## config.mk

```make
export PLATFORM = sky130hd
export DESIGN_NAME = bmf_ram
export DESIGN_NICKNAME = d
export VERILOG_FILES = /design/src/rtl/core/bmf_ram.sv
export SDC_FILE = /design/constraint.sdc
export NUM_CORES = 1
export LEC_CHECK = 0
export BUFFER_PORTS_ARGS = -buffer_cell sky130_fd_sc_hd__buf_2
export CAP_MARGIN = 25
export CELL_PAD_IN_SITES_DETAIL_PLACEMENT = 0
export CELL_PAD_IN_SITES_GLOBAL_PLACEMENT = 2
export CORE_MARGIN = 1
export CORE_UTILIZATION = 52
export DETAILED_ROUTE_END_ITERATION = 10
export MAX_ROUTING_LAYER = met4
export PLACE_DENSITY = 0.83
export SLEW_MARGIN = 20
export SYNTH_ARGS = -nofsm -noshare
export SYNTH_HDL_FRONTEND = slang
export SYNTH_SLANG_ARGS = --single-unit
```

## constraint.sdc

```tcl
create_clock -name clk -period 2.4 [get_ports clk]
set_input_delay 0.12 -clock clk [delete_from_list [all_inputs] [get_ports clk]]
set_output_delay 0.12 -clock clk [all_outputs]
set_load 0.02 [all_outputs]
```

## src/rtl/core/bmf_ram.sv

```systemverilog
// Generic simple dual-port RAM: one write port, one read port, registered read.
// No dependencies.
module bmf_ram #(
  parameter int WIDTH = 8,
  parameter int DEPTH = 16
) (
  input  logic                     clk,
  input  logic                     we,
  input  logic [$clog2(DEPTH)-1:0] waddr,
  input  logic [WIDTH-1:0]         wdata,
  input  logic [$clog2(DEPTH)-1:0] raddr,
  output logic [WIDTH-1:0]         rdata
);

  logic [WIDTH-1:0] mem [DEPTH];

  always_ff @(posedge clk) begin
    if (we) begin
      mem[waddr] <= wdata;
    end
    rdata <= mem[raddr];
  end

endmodule

```

==> run_summary.xml <==
<?xml version="1.0" encoding="UTF-8"?>
<metrics>
  <group name="floorplanning">
    <metric name="io-pin-count" unit="">26</metric>
    <metric name="floorplan.core_area" unit="mm2">0.009415</metric>
    <metric name="die_h" unit="um">101.5</metric>
    <metric name="dieArea" unit="mm2">0.01030</metric>
    <metric name="initial_utilization" unit="">0.5467</metric>
    <metric name="die_w" unit="um">101.5</metric>
    <metric name="row_count" unit="">35</metric>
  </group>
  <group name="layout">
    <metric name="leading_cell_type_in_the_layout_fill_and_taps_excluded" unit="">sky130_fd_sc_hd__edfxtp_1</metric>
    <metric name="drive_gt1_frac" unit="">0.3064</metric>
    <metric name="layout.nets" unit="">303</metric>
    <metric name="layout-area-overhead-vs-synth" unit="%">18.59</metric>
    <metric name="final_cells" unit="">426</metric>
    <metric name="filler_cell_count" unit="">629</metric>
    <metric name="antenna_cells" unit="">0</metric>
    <metric name="layout.cells.most_common_list" unit="">128 x sky130_fd_sc_hd__edfxtp_1, 25 x sky130_fd_sc_hd__buf_2, 18 x sky130_fd_sc_hd__mux4_2</metric>
  </group>
  <group name="global_routing">
    <metric name="grt_pass1_wl" unit="mm">14.71</metric>
    <metric name="grt_pass1_vias" unit="">2495</metric>
    <metric name="grt_start_max_net_pins" unit="">33</metric>
    <metric name="grt.total_usage" unit="">0.2226</metric>
    <metric name="global_route.overflow_total" unit="">0</metric>
    <metric name="antenna_found_initial" unit="">0</metric>
  </group>
  <group name="sta">
    <metric name="worst-slew-pin-transition" unit="ps">799.8</metric>
    <metric name="clock_skews" unit="ps">6.669</metric>
    <metric name="layout_setup_ws" unit="ps">975.6</metric>
    <metric name="clock.fmax" unit="MHz">702.1</metric>
    <metric name="headroom_to_the_max_slew_limit" unit="">0.4648</metric>
    <metric name="setup_viol" unit="">0</metric>
    <metric name="drv_slew" unit="">0</metric>
    <metric name="final-hold-violation-count" unit="">0</metric>
    <metric name="setup-tns-final" unit="ps">0</metric>
    <metric name="rsz_0062_raised_after_global_routing" unit="">no</metric>
    <metric name="final_critical_path_share_of_the_clock_period" unit="">0.5935</metric>
    <metric name="timing.final.crit_period" unit="ps">1424</metric>
  </group>
  <group name="worst_setup_path">
    <metric name="worstSetupStartpointType" unit="">flop</metric>
    <metric name="critical_path.reg2reg.endpoint" unit="">rdata[6]</metric>
    <metric name="worst_ep_required" unit="ps">2780</metric>
    <metric name="critical_path.max_stage_delay" unit="ps">490</metric>
    <metric name="category_of_cells_accounting_for_the_largest_share_of_critical_path_delay" unit="">multiplexers</metric>
    <metric name="r2r_depth" unit="">3</metric>
    <metric name="rr_startpoint" unit="">mem[10][6]</metric>
    <metric name="worstPathBufferInverterCount" unit="">0</metric>
    <metric name="timing.reg2reg.setup_slack" unit="ps">980</metric>
    <metric name="cp-end-kind" unit="">flop</metric>
    <metric name="cells_along_the_critical_path" unit="">mux4_2 -&gt; a22oi_1 -&gt; nand2_1</metric>
    <metric name="cp_data_arrival_time" unit="ps">1800</metric>
    <metric name="crit_slowest_cell" unit="">sky130_fd_sc_hd__mux4_2</metric>
    <metric name="critical_path.max_fanout" unit="">1</metric>
    <metric name="critical_path_class" unit="">reg2reg</metric>
  </group>
  <group name="placed_design">
    <metric name="pre_cts_slack" unit="ps">645.1</metric>
    <metric name="port_buffers" unit="">25</metric>
    <metric name="routabilityCongestion" unit="">0.6945</metric>
    <metric name="dp_hpwl" unit="mm">5.805</metric>
    <metric name="numPlacedInstances" unit="">389</metric>
  </group>
  <group name="route">
    <metric name="count_of_vias_placed_by_the_detailed_router" unit="">2422</metric>
    <metric name="dr.pass1.iters" unit="">4</metric>
    <metric name="ant_nets" unit="">0</metric>
    <metric name="avgRoutedWirePerCell" unit="um">22.59</metric>
    <metric name="drc_errors" unit="">0</metric>
    <metric name="dr.first_iter.drc_count" unit="">188</metric>
    <metric name="routed_wirelength" unit="mm">9.625</metric>
    <metric name="route.detailed.vias_per_inst" unit="">5.685</metric>
  </group>
  <group name="worst_hold_path">
    <metric name="min_from" unit="">wdata[1]</metric>
    <metric name="min_path_cells" unit="">1</metric>
    <metric name="worst_hold_path.endpoint" unit="">mem[12][1]</metric>
    <metric name="timing.hold.worst.class" unit="">in2reg</metric>
  </group>
  <group name="clock_network">
    <metric name="cts_setup_buffers" unit="">0</metric>
    <metric name="clk_transition_reported_paths" unit="ps">60</metric>
    <metric name="cts_root_buffer" unit="">sky130_fd_sc_hd__clkbuf_8</metric>
    <metric name="clk_path_buf_depth" unit="">2</metric>
    <metric name="cts_made_buffers" unit="">17</metric>
    <metric name="clock-sinks" unit="">136</metric>
    <metric name="worst_skew_pair.late_latency" unit="ps">510</metric>
    <metric name="cts_tree" unit="">done</metric>
    <metric name="htree_num_levels" unit="">4</metric>
  </group>
  <group name="synth">
    <metric name="area_of_the_mapped_netlist" unit="mm2">0.005147</metric>
    <metric name="yosys.area.top_type_share" unit="">0.7467</metric>
    <metric name="synth_nets" unit="">247</metric>
    <metric name="postSynthCellCount" unit="">229</metric>
    <metric name="synth.avg_cell_area" unit="um2">22.48</metric>
    <metric name="sequential_to_total_area_share_from_yosys_stat" unit="">0.7778</metric>
    <metric name="ys.warnings.count" unit="">0</metric>
    <metric name="synth_area_leader_cell" unit="">sky130_fd_sc_hd__edfxtp_1</metric>
    <metric name="largest_cells_by_area_after_synthesis" unit="">sky130_fd_sc_hd__edfxtp_1 75%, sky130_fd_sc_hd__mux4_2 7.9%, sky130_fd_sc_hd__mux4_1 7.1%</metric>
    <metric name="ys_types" unit="">19</metric>
    <metric name="ys_ff_latch" unit="">136</metric>
  </group>
  <group name="power_and_ir_drop">
    <metric name="cellLeakagePower" unit="nW">2.068</metric>
    <metric name="worst_vdd_drop" unit="uV">464.2</metric>
    <metric name="total_power" unit="mW">5.368</metric>
    <metric name="p_per_area" unit="mW/mm2">879.4</metric>
  </group>
  <group name="run_status">
    <metric name="status" unit="">complete, no violations</metric>
  </group>
  <group name="job">
    <metric name="maxCapViolCount" unit="">0</metric>
  </group>
</metrics>
layout make-up:
type | instances | area, um2 | area share
clock buffer | 17 | 414.1 | 0.06784
clock inverter | 14 | 150.1 | 0.02460
multi-input combinational | 83 | 1057 | 0.1732
sequential | 136 | 4004 | 0.6559
tap | 129 | 161.4 | 0.02644
timing repair buffer | 47 | 317.8 | 0.05206
where the power goes:
part	leakage, nW	internal [mW]	switching [mW]
clock network	0.259	1.48	0.958
registers	1.22	2.66	0.0152
logic	0.585	0.110	0.155
total	2.07	4.24	1.13
cell families (layout without fill, tap and decap cells):
family,Yosys count,in the layout,synth area share
buffers and inverters,10,78,0.01677
multiplexers,32,32,0.1502
AO/OA/AOI/OAI,16,16,0.02334
flip-flops,136,136,0.7778
AND/OR/NAND/NOR,35,35,0.03184
sequential cells by signal, indices dropped and copies added (netlist names):
name   cells
mem      128
rdata      8
worst max-delay path by stage:
| stage | from | endpoint | slack, ps | cells after the start |
|---|---|---|---|---|
| after floorplan | waddr[2] | mem[0][0] | 790 | 2 |
| after global placement | raddr[1] | rdata[3] | 670 | 5 |
| after detailed placement | raddr[1] | rdata[3] | 650 | 5 |
| after CTS | mem[10][6] | rdata[6] | 970 | 3 |
| after global routing | mem[10][6] | rdata[6] | 940 | 3 |
| final | mem[10][6] | rdata[6] | 980 | 3 |
cells in the mapped netlist, drive strengths merged:
| master | count |
|---|---|
| a22oi | 16 |
| and2 | 1 |
| and2b | 1 |
| buf | 7 |
| clkdlybuf4s25 | 3 |
| dfxtp | 8 |
| edfxtp | 128 |
| mux4 | 32 |
| nand2 | 9 |
| nand2b | 2 |
| nand3 | 1 |
| nand3b | 2 |
| nor2 | 13 |
| nor2b | 1 |
| nor3 | 4 |
| or3b | 1 |
per-layer routing:
metal,track usage,vias up,wire length [um],part of all wire
met5,-,-,0,0
met4,0.08584,0,105,0.011
met3,0.06418,8,782,0.081
met2,0.3433,108,4934,0.51
met1,0.2827,1222,3803,0.40
li1,-,1084,-,-
stage by stage:
step | instance area, um2 | hold WS [ps] | utilization
finish | 6105 | 19.37 | 0.6484
detailed placement | 5480 | 516.3 | 0.5821
CTS | 6105 | 0.7431 | 0.6484
floorplan | 5147 | 218.9 | -
global route | 6105 | 6.277 | 0.6484
global placement | 5480 | 508.1 | 0.5821
what timing repair did:
action | 4_1_cts | 5_1_grt
gates resized for setup | 0 | 0
hold buffers | 6 | 0
endpoints found under the hold margin | 76 | 0
No activity file was read; power rests on OpenSTA's default activity.
